$ cat src/rtl/forro_pkg.sv
`timescale 1ns / 1ps
// ----------------------------------------------------------------------------
// forro_pkg: shared types and constants for the Forro14 stream cipher
// Holds state constants, register indexes, controller states and the
// command and status structs between controller and datapath.
// ----------------------------------------------------------------------------
package forro_pkg;

  localparam logic [31:0] SIGMA_6  = 32'h746C6F76;
  localparam logic [31:0] SIGMA_7  = 32'h61616461;
  localparam logic [31:0] SIGMA_14 = 32'h72626173;
  localparam logic [31:0] SIGMA_15 = 32'h61636E61;

  localparam int RotA = 10;
  localparam int RotB = 27;
  localparam int RotC = 8;

  localparam logic [2:0] REG_KEY01   = 3'd0;
  localparam logic [2:0] REG_KEY23   = 3'd1;
  localparam logic [2:0] REG_KEY89   = 3'd2;
  localparam logic [2:0] REG_KEY1011 = 3'd3;
  localparam logic [2:0] REG_NONCE_L = 3'd4;
  localparam logic [2:0] REG_NONCE_H = 3'd5;
  localparam logic [2:0] REG_START   = 3'd6;
  localparam logic [2:0] REG_IETF    = 3'd7;

  typedef enum logic [2:0] {
    ST_IDLE,
    ST_INIT,
    ST_ROUND,
    ST_FEED,
    ST_OUT
  } ctrl_state_t;

  typedef struct packed {
    logic load_init;
    logic qr_step;
    logic feed;
    logic emit;
  } dp_cmd_t;

  typedef struct packed {
    logic need_block;
  } dp_stat_t;

  function automatic logic [31:0] rotl(input logic [31:0] v, input int c);
    rotl = (v << c) | (v >> (32 - c));
  endfunction

endpackage

$ cat src/rtl/forro_if.sv
`timescale 1ns / 1ps
// ----------------------------------------------------------------------------
// forro_if: stream and configuration channel interfaces
// Valid/ready channels; a beat moves when both are high.
// ----------------------------------------------------------------------------
interface forro_in_if;
  logic        valid;
  logic        ready;
  logic [63:0] message_word;
  logic [3:0]  valid_bytes;
  logic        end_of_message;
  modport source (output valid, message_word, valid_bytes, end_of_message, input ready);
  modport sink   (input valid, message_word, valid_bytes, end_of_message, output ready);
endinterface

interface forro_out_if;
  logic        valid;
  logic        ready;
  logic [63:0] cipher_word;
  logic [3:0]  valid_bytes_out;
  logic        end_of_message_out;
  modport source (output valid, cipher_word, valid_bytes_out, end_of_message_out,
                  input ready);
  modport sink   (input valid, cipher_word, valid_bytes_out, end_of_message_out,
                  output ready);
endinterface

interface forro_cfg_if;
  logic        valid;
  logic        ready;
  logic [2:0]  index;
  logic [63:0] data;
  modport source (output valid, index, data, input ready);
  modport sink   (input valid, index, data, output ready);
endinterface

$ cat src/rtl/forro_ctrl.sv
`timescale 1ns / 1ps
// ----------------------------------------------------------------------------
// forro_ctrl: sequencer for the Forro14 block
// Steps accept, block init, quarter-rounds, feed-forward and output.
// ----------------------------------------------------------------------------
module forro_ctrl import forro_pkg::*; #(
  parameter int ROUND_COUNT = 14
) (
  input  logic     clk,
  input  logic     rst,
  input  logic     in_valid,
  output logic     in_ready,
  input  logic     out_ready,
  output logic     out_valid,
  input  dp_stat_t stat,
  output dp_cmd_t  cmd
);

  localparam int QrTotal = ((ROUND_COUNT + 1) / 2) * 8;
  localparam int QW = $clog2(QrTotal + 1);

  ctrl_state_t state, state_next;
  logic [QW-1:0] qr_cnt;

  // hold state and count quarter-rounds
  always_ff @(posedge clk) begin
    if (rst) begin
      state  <= ST_IDLE;
      qr_cnt <= '0;
    end else begin
      state <= state_next;
      if (state == ST_INIT) qr_cnt <= '0;
      else if (state == ST_ROUND) qr_cnt <= qr_cnt + 1'b1;
    end
  end

  // next state
  always_comb begin
    state_next = state;
    unique case (state)
      ST_IDLE:  if (in_valid) state_next = stat.need_block ? ST_INIT : ST_OUT;
      ST_INIT:  state_next = ST_ROUND;
      ST_ROUND: if (qr_cnt == QW'(QrTotal - 1)) state_next = ST_FEED;
      ST_FEED:  state_next = ST_OUT;
      ST_OUT:   if (out_ready) state_next = ST_IDLE;
      default:  state_next = ST_IDLE;
    endcase
  end

  // outputs
  always_comb begin
    cmd       = '0;
    in_ready  = 1'b0;
    out_valid = 1'b0;
    unique case (state)
      ST_IDLE:  cmd.load_init = in_valid && stat.need_block;
      ST_INIT:  ;
      ST_ROUND: cmd.qr_step = 1'b1;
      ST_FEED:  cmd.feed = 1'b1;
      ST_OUT: begin
        out_valid = 1'b1;
        if (out_ready) begin
          in_ready = 1'b1;
          cmd.emit = 1'b1;
        end
      end
      default: ;
    endcase
  end

endmodule

$ cat src/rtl/forro_dp.sv
`timescale 1ns / 1ps
// ----------------------------------------------------------------------------
// forro_dp: Forro14 datapath
// Config registers, counter, 16-word state with one quarter-round unit,
// keystream block and the output XOR.
// ----------------------------------------------------------------------------
module forro_dp import forro_pkg::*; (
  input  logic        clk,
  input  logic        rst,
  input  logic        cfg_we,
  input  logic [2:0]  cfg_index,
  input  logic [63:0] cfg_data,
  input  logic [63:0] message_word,
  input  logic [3:0]  valid_bytes,
  input  logic        end_of_message,
  input  dp_cmd_t     cmd,
  output dp_stat_t    stat,
  output logic [63:0] cipher_word,
  output logic [3:0]  valid_bytes_out,
  output logic        end_of_message_out
);

  logic [63:0] key01, key23, key89, key1011, nonce_low, start_counter;
  logic [31:0] nonce_high;
  logic        ietf;
  logic [31:0] ctr_lo, ctr_hi;
  logic [31:0] x [16];
  logic [31:0] init [16];
  logic [31:0] ks [16];
  logic [2:0]  word_pos, qr_sel;
  logic        message_open;
  logic [31:0] c_lo, c_hi;
  logic [3:0]  ia, ib, ic, id, ie;
  logic [31:0] a0, b0, c0, d0, e0, d1, c1, b1, a1, e1, d2, c2, b2, a2;
  logic [63:0] mask, ksw;

  // configuration registers
  always_ff @(posedge clk) begin
    if (rst) begin
      key01 <= '0; key23 <= '0; key89 <= '0; key1011 <= '0;
      nonce_low <= '0; nonce_high <= '0; start_counter <= '0; ietf <= 1'b0;
    end else if (cfg_we) begin
      unique case (cfg_index)
        REG_KEY01:   key01 <= cfg_data;
        REG_KEY23:   key23 <= cfg_data;
        REG_KEY89:   key89 <= cfg_data;
        REG_KEY1011: key1011 <= cfg_data;
        REG_NONCE_L: nonce_low <= cfg_data;
        REG_NONCE_H: nonce_high <= cfg_data[31:0];
        REG_START:   start_counter <= cfg_data;
        REG_IETF:    ietf <= cfg_data[0];
        default: ;
      endcase
    end
  end

  assign stat.need_block = !message_open || word_pos == 3'd0;

  // counter as seen by this block: reload at message start
  assign c_lo = message_open ? ctr_lo : start_counter[31:0];
  assign c_hi = message_open ? ctr_hi : (ietf ? nonce_low[31:0] : start_counter[63:32]);

  // starting state
  always_comb begin
    init[0]  = key01[31:0];   init[1]  = key01[63:32];
    init[2]  = key23[31:0];   init[3]  = key23[63:32];
    init[4]  = ctr_lo;        init[5]  = ctr_hi;
    init[6]  = SIGMA_6;       init[7]  = SIGMA_7;
    init[8]  = key89[31:0];   init[9]  = key89[63:32];
    init[10] = key1011[31:0]; init[11] = key1011[63:32];
    init[12] = ietf ? nonce_low[63:32] : nonce_low[31:0];
    init[13] = ietf ? nonce_high : nonce_low[63:32];
    init[14] = SIGMA_14;      init[15] = SIGMA_15;
  end

  // quarter-round index selection
  always_comb begin
    ia = {2'b00, qr_sel[1:0]};
    ib = qr_sel[2] ? {2'b01, 2'(qr_sel[1:0] + 2'd1)} : {2'b01, qr_sel[1:0]};
    ic = qr_sel[2] ? {2'b10, 2'(qr_sel[1:0] + 2'd2)} : {2'b10, qr_sel[1:0]};
    id = qr_sel[2] ? {2'b11, 2'(qr_sel[1:0] + 2'd3)} : {2'b11, qr_sel[1:0]};
    ie = {2'b00, 2'(qr_sel[1:0] + 2'd3)};
  end

  // one five-word quarter-round
  always_comb begin
    a0 = x[ia]; b0 = x[ib]; c0 = x[ic]; d0 = x[id]; e0 = x[ie];
    d1 = d0 + e0;
    c1 = c0 ^ d1;
    b1 = rotl(b0 + c1, RotA);
    a1 = a0 + b1;
    e1 = e0 ^ a1;
    d2 = rotl(d1 + e1, RotB);
    c2 = c1 + d2;
    b2 = b1 ^ c2;
    a2 = rotl(a1 + b2, RotC);
  end

  // advance round state, counter and position
  always_ff @(posedge clk) begin
    if (rst) begin
      ctr_lo <= '0; ctr_hi <= '0; word_pos <= '0; message_open <= 1'b0; qr_sel <= '0;
    end else begin
      if (cmd.load_init) begin
        ctr_lo <= c_lo;
        ctr_hi <= c_hi;
        word_pos <= 3'd0;
        message_open <= 1'b1;
        qr_sel <= '0;
      end
      if (cmd.qr_step) qr_sel <= qr_sel + 3'd1;
      if (cmd.feed) begin
        ctr_lo <= ctr_lo + 32'd1;
        if (ctr_lo == 32'hFFFF_FFFF) ctr_hi <= ctr_hi + 32'd1;
      end
      if (cmd.emit) begin
        word_pos <= word_pos + 3'd1;
        if (end_of_message) message_open <= 1'b0;
      end
    end
  end

  // working words and keystream block
  always_ff @(posedge clk) begin
    if (cmd.qr_step) begin
      x[ia] <= a2; x[ib] <= b2; x[ic] <= c2; x[id] <= d2; x[ie] <= e1;
    end else if (cmd.load_init || cmd.feed == 1'b0) begin
      if (!cmd.emit) x <= init;
    end
    if (cmd.feed) begin
      for (int i = 0; i < 16; i++) ks[i] <= x[i] + init[i];
    end
  end

  // output word
  assign ksw = {ks[{word_pos, 1'b1}], ks[{word_pos, 1'b0}]};
  assign mask = (valid_bytes >= 4'd8) ? '1 :
                ((64'd1 << {valid_bytes[2:0], 3'b000}) - 64'd1);
  assign cipher_word        = (message_word ^ ksw) & mask;
  assign valid_bytes_out    = valid_bytes;
  assign end_of_message_out = end_of_message;

endmodule

$ cat src/rtl/arx_stream_cipher_14_rounds.sv
`timescale 1ns / 1ps
// ----------------------------------------------------------------------------
// arx_stream_cipher_14_rounds: Forro14 stream cipher, one 64-bit word a beat
// A word that opens a 64-byte keystream block waits through block init, the
// quarter-rounds of the single quarter-round unit, one quarter-round per
// cycle, and feed-forward; other words go straight to output. The input
// word is held on the port while its result is shown and is taken with it.
// ----------------------------------------------------------------------------
module arx_stream_cipher_14_rounds import forro_pkg::*; #(
  parameter int ROUND_COUNT = 14
) (
  input logic   clk,
  input logic   rst,
  forro_in_if.sink   in_ch,
  forro_out_if.source out_ch,
  forro_cfg_if.sink  cfg
);

  dp_cmd_t  cmd;
  dp_stat_t stat;

  assign cfg.ready = 1'b1;

  forro_ctrl #(.ROUND_COUNT(ROUND_COUNT)) u_ctrl (
    .clk, .rst,
    .in_valid(in_ch.valid), .in_ready(in_ch.ready),
    .out_ready(out_ch.ready), .out_valid(out_ch.valid),
    .stat, .cmd
  );

  forro_dp u_dp (
    .clk, .rst,
    .cfg_we(cfg.valid), .cfg_index(cfg.index), .cfg_data(cfg.data),
    .message_word(in_ch.message_word), .valid_bytes(in_ch.valid_bytes),
    .end_of_message(in_ch.end_of_message),
    .cmd, .stat,
    .cipher_word(out_ch.cipher_word), .valid_bytes_out(out_ch.valid_bytes_out),
    .end_of_message_out(out_ch.end_of_message_out)
  );

endmodule

$ cat src/flat_wrapper.sv
// flat-port wrapper written by rule: the top's interface ports become plain ports
module arx_stream_cipher_14_rounds_flat import forro_pkg::*;
#(
  parameter int ROUND_COUNT = 14
)
  (clk, rst, in_ch_valid, in_ch_message_word, in_ch_valid_bytes, in_ch_end_of_message, in_ch_ready, out_ch_valid, out_ch_cipher_word, out_ch_valid_bytes_out, out_ch_end_of_message_out, out_ch_ready, cfg_valid, cfg_index, cfg_data, cfg_ready);
  forro_in_if in_ch_i ();
  forro_out_if out_ch_i ();
  forro_cfg_if cfg_i ();
  input logic clk;
  input logic rst;
  input wire logic [$bits(in_ch_i.valid)-1:0] in_ch_valid;
  input wire logic [$bits(in_ch_i.message_word)-1:0] in_ch_message_word;
  input wire logic [$bits(in_ch_i.valid_bytes)-1:0] in_ch_valid_bytes;
  input wire logic [$bits(in_ch_i.end_of_message)-1:0] in_ch_end_of_message;
  output wire logic [$bits(in_ch_i.ready)-1:0] in_ch_ready;
  output wire logic [$bits(out_ch_i.valid)-1:0] out_ch_valid;
  output wire logic [$bits(out_ch_i.cipher_word)-1:0] out_ch_cipher_word;
  output wire logic [$bits(out_ch_i.valid_bytes_out)-1:0] out_ch_valid_bytes_out;
  output wire logic [$bits(out_ch_i.end_of_message_out)-1:0] out_ch_end_of_message_out;
  input wire logic [$bits(out_ch_i.ready)-1:0] out_ch_ready;
  input wire logic [$bits(cfg_i.valid)-1:0] cfg_valid;
  input wire logic [$bits(cfg_i.index)-1:0] cfg_index;
  input wire logic [$bits(cfg_i.data)-1:0] cfg_data;
  output wire logic [$bits(cfg_i.ready)-1:0] cfg_ready;
  assign in_ch_i.valid = in_ch_valid;
  assign in_ch_i.message_word = in_ch_message_word;
  assign in_ch_i.valid_bytes = in_ch_valid_bytes;
  assign in_ch_i.end_of_message = in_ch_end_of_message;
  assign in_ch_ready = in_ch_i.ready;
  assign out_ch_valid = out_ch_i.valid;
  assign out_ch_cipher_word = out_ch_i.cipher_word;
  assign out_ch_valid_bytes_out = out_ch_i.valid_bytes_out;
  assign out_ch_end_of_message_out = out_ch_i.end_of_message_out;
  assign out_ch_i.ready = out_ch_ready;
  assign cfg_i.valid = cfg_valid;
  assign cfg_i.index = cfg_index;
  assign cfg_i.data = cfg_data;
  assign cfg_ready = cfg_i.ready;
  arx_stream_cipher_14_rounds #(.ROUND_COUNT(ROUND_COUNT)) u_core (.clk(clk), .rst(rst), .in_ch(in_ch_i), .out_ch(out_ch_i), .cfg(cfg_i));
endmodule
$ cat config.mk
export PLATFORM = sky130hd
export DESIGN_NAME = arx_stream_cipher_14_rounds_flat
export DESIGN_NICKNAME = d
export VERILOG_FILES = /design/src/rtl/forro_pkg.sv /design/src/rtl/forro_if.sv /design/src/rtl/forro_ctrl.sv /design/src/rtl/forro_dp.sv /design/src/rtl/arx_stream_cipher_14_rounds.sv /design/src/flat_wrapper.sv
export SDC_FILE = /design/constraint.sdc
export NUM_CORES = 2
export LEC_CHECK = 0
export ABC_AREA = 0
export BUFFER_PORTS_ARGS = -buffer_cell sky130_fd_sc_hd__buf_2
export CORE_UTILIZATION = 50
export DETAILED_ROUTE_END_ITERATION = 10
export PLACE_DENSITY = 0.66
export SYNTH_ARGS = -nofsm -noshare
export SYNTH_HDL_FRONTEND = slang
export SYNTH_SLANG_ARGS = --single-unit
$ cat constraint.sdc
create_clock -name clk -period 20.4 [get_ports clk]
set_clock_uncertainty 0.2 [all_clocks]
set_input_delay 4.08 -clock clk [delete_from_list [all_inputs] [get_ports clk]]
set_output_delay 4.08 -clock clk [all_outputs]
set_load 0.01 [all_outputs]
==> impl_summary.txt <==
----------------------------------------------------
[Floorplan]
  Row count ... 159
  Width of the die ... 436 µm
  I/O pins ... 213
  Initial Utilization ... 0.503
  Die Y ... 436 µm
  Core Region ... 188,000 µm²
  Die Footprint ... 190,000 µm²

[Synth]
  Syn_nets ... 10,100
  Area of the mapped netlist ... 94,300 µm²
  Dominant register cell in the synthesized netlist ... sky130_fd_sc_hd__edfxtp_1
  Post-synth EDFFs ... 1,024
  Synth unique cells ... 99
  Number of register bits inferred by synthesis ... 1,524
  Sequential element share of the synthesized area ... 0.432
  Syn Inst Count ... 9,400
  Post-synth ARST share ... 0
  Warnings, synthesis ... 0
  Syn avg cell area ... 10.0 µm²

[Timing]
  Least-Margin Pin Slew ... 1.31 ns
  Worst rel slew slack ... 0.125
  Number of hold violations in the final report ... 0
  Setup repair after global routing missed its margin ... no
  Setup violators final ... 0
  Slew Limit Fails ... 0
  Share of the clock period used by the worst path after layout ... 0.912
  Highest clock frequency the design can meet ... 53.7 MHz
  Min setup slack post-route ... 1.79 ns
  Time the final worst path needs with I/O delays and setup ... 18.61 ns
  Final TNS setup ... 0 ns

[Global routing]
  Total gr overflow ... 0
  Global-route wire length before repair ... 567,000 µm
  Pin count of the biggest net entering global routing ... 144
  Antenna violations before repair ... 13
  GRT Resource Usage Total ... 0.423
  Number of global-route vias before repair ... 74,100

[Finish]
  Area growth, synth to finish ... 10.4%
  Share of cells above drive strength 1 ... 0.117
  Filler Cells Inserted ... 16,300
  Number of non-filler instances in the completed layout ... 12,100
  Post-layout net count ... 10,200

[Clock tree]
  Post-CTS setup-driven buffer insertion count ... 0
  Number of buffers added to fix hold violations after cts ... 0
  CTS clk-pin slew, worst paths ... 0.07 ns
  TritonCTS Buffers ... 169
  H-tree depth ... 4
  Maximum buffer depth of the clock tree ... 3
  Sinks on Clock Net ... 1,524
  Clock latency on the worst-skew pair ... 0.86 ns
  Buffer cell driving the clock tree root ... sky130_fd_sc_hd__clkbuf_16
  Clock tree from TritonCTS ... done
  Post-cts sizing count ... 0

[Route]
  Routed via count ... 79,900
  Ratio of routed vias to standard cells ... 6.57
  Routed wirelength normalized by instance count ... 33.9 µm
  Final WL ... 412,000 µm
  First DRT Iteration DRCs ... 10,300
  Final antenna-violating net count ... 0
  Residual DRC count ... 0
  Detailed Routing Iterations Pass 1 ... 8

[Setup path]
  Type of origin of the critical path ... flop
  Launch point of the worst reg-to-reg path ... u_core.u_dp.qr_sel[2]
  Worst reg2reg path endpoint ... u_core.u_dp.x[455]
  Count of cells along the worst register-to-register path ... 65
  Worst endpoint data arrival time ... 18.99 ns
  Type of the worst setup path ... flop to flop
  CP dominant cell by count ... sky130_fd_sc_hd__xnor2_1
  Slowest cell delay on critical path ... 0.97 ns
  Cell with the largest stage delay on the worst path ... sky130_fd_sc_hd__dfxtp_1
  Worst path buffer plus inverter count ... 5
  Data required time of the worst path ... 20.78 ns
  Peak fanout along the critical path ... 14
  Setup slack of the worst register-to-register path ... 1.79 ns
  Family with the most delay on the worst path ... compound AO/OA/AOI/OAI gates
  Element type at the critical path end ... flop

[Min path]
  Hold Crit Class ... flop to flop
  Worst hold path cell count ... 2
  Worst hold path startpoint ... u_core.u_dp.start_counter[35]
  Worst Hold Path EP ... u_core.u_dp.start_counter[35]

[Run]
  Max-cap violations ... 0

[Place]
  Post-DP HPWL ... 318,000 µm
  IO buf count ... 211
  Final weighted congestion in routability-driven placement ... 1.03
  Total instance count after detailed placement ... 11,800
  Worst slack at placement ... 2.35 ns

[Outcome]
  Status ... complete, no violations

----------------------------------------------------
==> metal layers <==
metal  routed length, µm  GRT usage  vias up
met4               43500      0.366        6
met3               38400     0.0834     1049
met1              155000      0.531    39200
met5                  34          0        -
met2              176000      0.625     4818
li1                    -          -    34800
==> stage by stage <==
step	hold WS, ns	area, µm²	util
after floorplan	0.232	94300	-
after global placement	0.238	98500	0.525
after detailed placement	0.244	98500	0.525
after CTS	0.253	104000	0.555
after global routing	0.272	104000	0.555
final	0.253	104000	0.555
==> cells in the final DEF (no fill, tap or decap), types with 128 or more instances in the layout <==
cell / synthesis / final
sky130_fd_sc_hd__o21ai_0: 419 / 419
sky130_fd_sc_hd__inv_1: 275 / 273
sky130_fd_sc_hd__a21o_1: 283 / 283
sky130_fd_sc_hd__a22o_1: 133 / 133
sky130_fd_sc_hd__ha_1: 572 / 568
sky130_fd_sc_hd__nand3_1: 179 / 175
sky130_fd_sc_hd__clkbuf_16: 0 / 173
sky130_fd_sc_hd__dfxtp_1: 500 / 494
sky130_fd_sc_hd__nor2_1: 734 / 718
sky130_fd_sc_hd__edfxtp_1: 1024 / 1024
sky130_fd_sc_hd__buf_2: 5 / 210
sky130_fd_sc_hd__xnor2_1: 449 / 445
sky130_fd_sc_hd__mux4_2: 288 / 288
sky130_fd_sc_hd__xor2_1: 333 / 329
sky130_fd_sc_hd__a21oi_1: 980 / 975
sky130_fd_sc_hd__buf_4: 6 / 152
sky130_fd_sc_hd__nor3_1: 134 / 128
sky130_fd_sc_hd__nand2_1: 1341 / 1332
==> sequential cells by signal, summed over array words and instances, names as in the netlist, named ones only <==
signal                     count
u_core.u_dp.ctr_lo            32
u_core.u_dp.key23             64
u_core.u_dp.key1011           64
u_core.u_dp.key01             64
u_core.u_dp.ietf               1
u_core.u_dp.qr_sel             3
u_core.u_ctrl.qr_cnt           6
u_core.u_dp.nonce_low         64
u_core.u_ctrl.state            3
u_core.u_dp.ks               512
u_core.u_dp.message_open       1
u_core.u_dp.key89             64
u_core.u_dp.start_counter     64
u_core.u_dp.nonce_high        32
u_core.u_dp.word_pos           3
u_core.u_dp.ctr_hi            32
u_core.u_dp.x                512
==> logic make-up (layout without fill, tap and decap cells) <==
| group | count (synthesis) | after routing | synth area share |
|---|---|---|---|
| AND/OR/NAND/NOR | 2792 | 2792 | 0.127 |
| AO/OA/AOI/OAI | 2533 | 2533 | 0.171 |
| flip-flops | 1524 | 1524 | 0.432 |
| XOR/XNOR | 789 | 789 | 0.0741 |
| buffers and inverters | 713 | 958 | 0.0287 |
| adder cells (fa/ha/maj) | 590 | 590 | 0.0797 |
| multiplexers | 458 | 458 | 0.0878 |
| other | 1 | 9 | 0.0000398 |
==> cells in the mapped netlist, types with 52 or more instances <==
library cell,instances,area (µm²)
sky130_fd_sc_hd__nand2b_1,73,457
sky130_fd_sc_hd__o211ai_1,68,510
sky130_fd_sc_hd__xnor2_1,449,3930
sky130_fd_sc_hd__inv_1,275,1030
sky130_fd_sc_hd__a21o_1,283,2120
sky130_fd_sc_hd__mux2_2,69,777
sky130_fd_sc_hd__o21a_1,60,450
sky130_fd_sc_hd__dfxtp_1,500,10000
sky130_fd_sc_hd__o21ai_0,419,2100
sky130_fd_sc_hd__clkbuf_1,375,1410
sky130_fd_sc_hd__nor2_1,734,2760
sky130_fd_sc_hd__edfxtp_1,1024,30700
sky130_fd_sc_hd__o21bai_1,70,526
sky130_fd_sc_hd__ha_1,572,7160
sky130_fd_sc_hd__a221oi_1,102,893
sky130_fd_sc_hd__buf_1,52,195
sky130_fd_sc_hd__a21oi_1,980,4900
sky130_fd_sc_hd__nor3_1,134,671
sky130_fd_sc_hd__nand3_1,179,896
sky130_fd_sc_hd__xor2_1,333,2920
sky130_fd_sc_hd__a22o_1,133,1160
sky130_fd_sc_hd__mux4_2,288,6490
sky130_fd_sc_hd__nor2b_1,80,500
sky130_fd_sc_hd__and3_1,72,450
sky130_fd_sc_hd__nand2_1,1341,5030
sky130_fd_sc_hd__mux2i_1,101,1010
sky130_fd_sc_hd__a31oi_1,70,438
==> final cells by class <==
type / count / area [µm²] / area share
clock buffer: 238 / 4830 / 0.0464
timing repair buffer: 367 / 2290 / 0.0220
inverter: 275 / 1040 / 0.0100
sequential: 1524 / 40800 / 0.392
tap: 2495 / 3120 / 0.0300
multi-input combinational: 7163 / 51300 / 0.492
clock inverter: 78 / 779 / 0.00749
antenna: 8 / 20.0 / 0.000192
==> how the worst max path moves through the flow <==
stage / end / depth (start not counted) / start / slack [ns]
finish: u_core.u_dp.x[455] / 65 / u_core.u_dp.qr_sel[2] / 1.79
global route: u_core.u_dp.x[388] / 71 / u_core.u_dp.qr_sel[2] / 0.81
CTS: u_core.u_dp.x[452] / 67 / u_core.u_dp.qr_sel[2] / 2.24
detailed placement: u_core.u_dp.x[452] / 65 / u_core.u_dp.qr_sel[2] / 2.35
global placement: u_core.u_dp.x[452] / 71 / u_core.u_dp.qr_sel[2] / 2.24
floorplan: u_core.u_dp.ctr_lo[15] / 8 / u_core.u_ctrl.state[1] / 3.31
==> worst min-delay path, cell delays in order (launching register included) <==
cell and delay, ns:
sky130_fd_sc_hd__dfxtp_1 0.30, sky130_fd_sc_hd__nand2_1 0.05, sky130_fd_sc_hd__a21oi_1 0.05
Power is not shown: default switching activity piles up to over one toggle a cycle in this logic, so the estimate is an artifact.
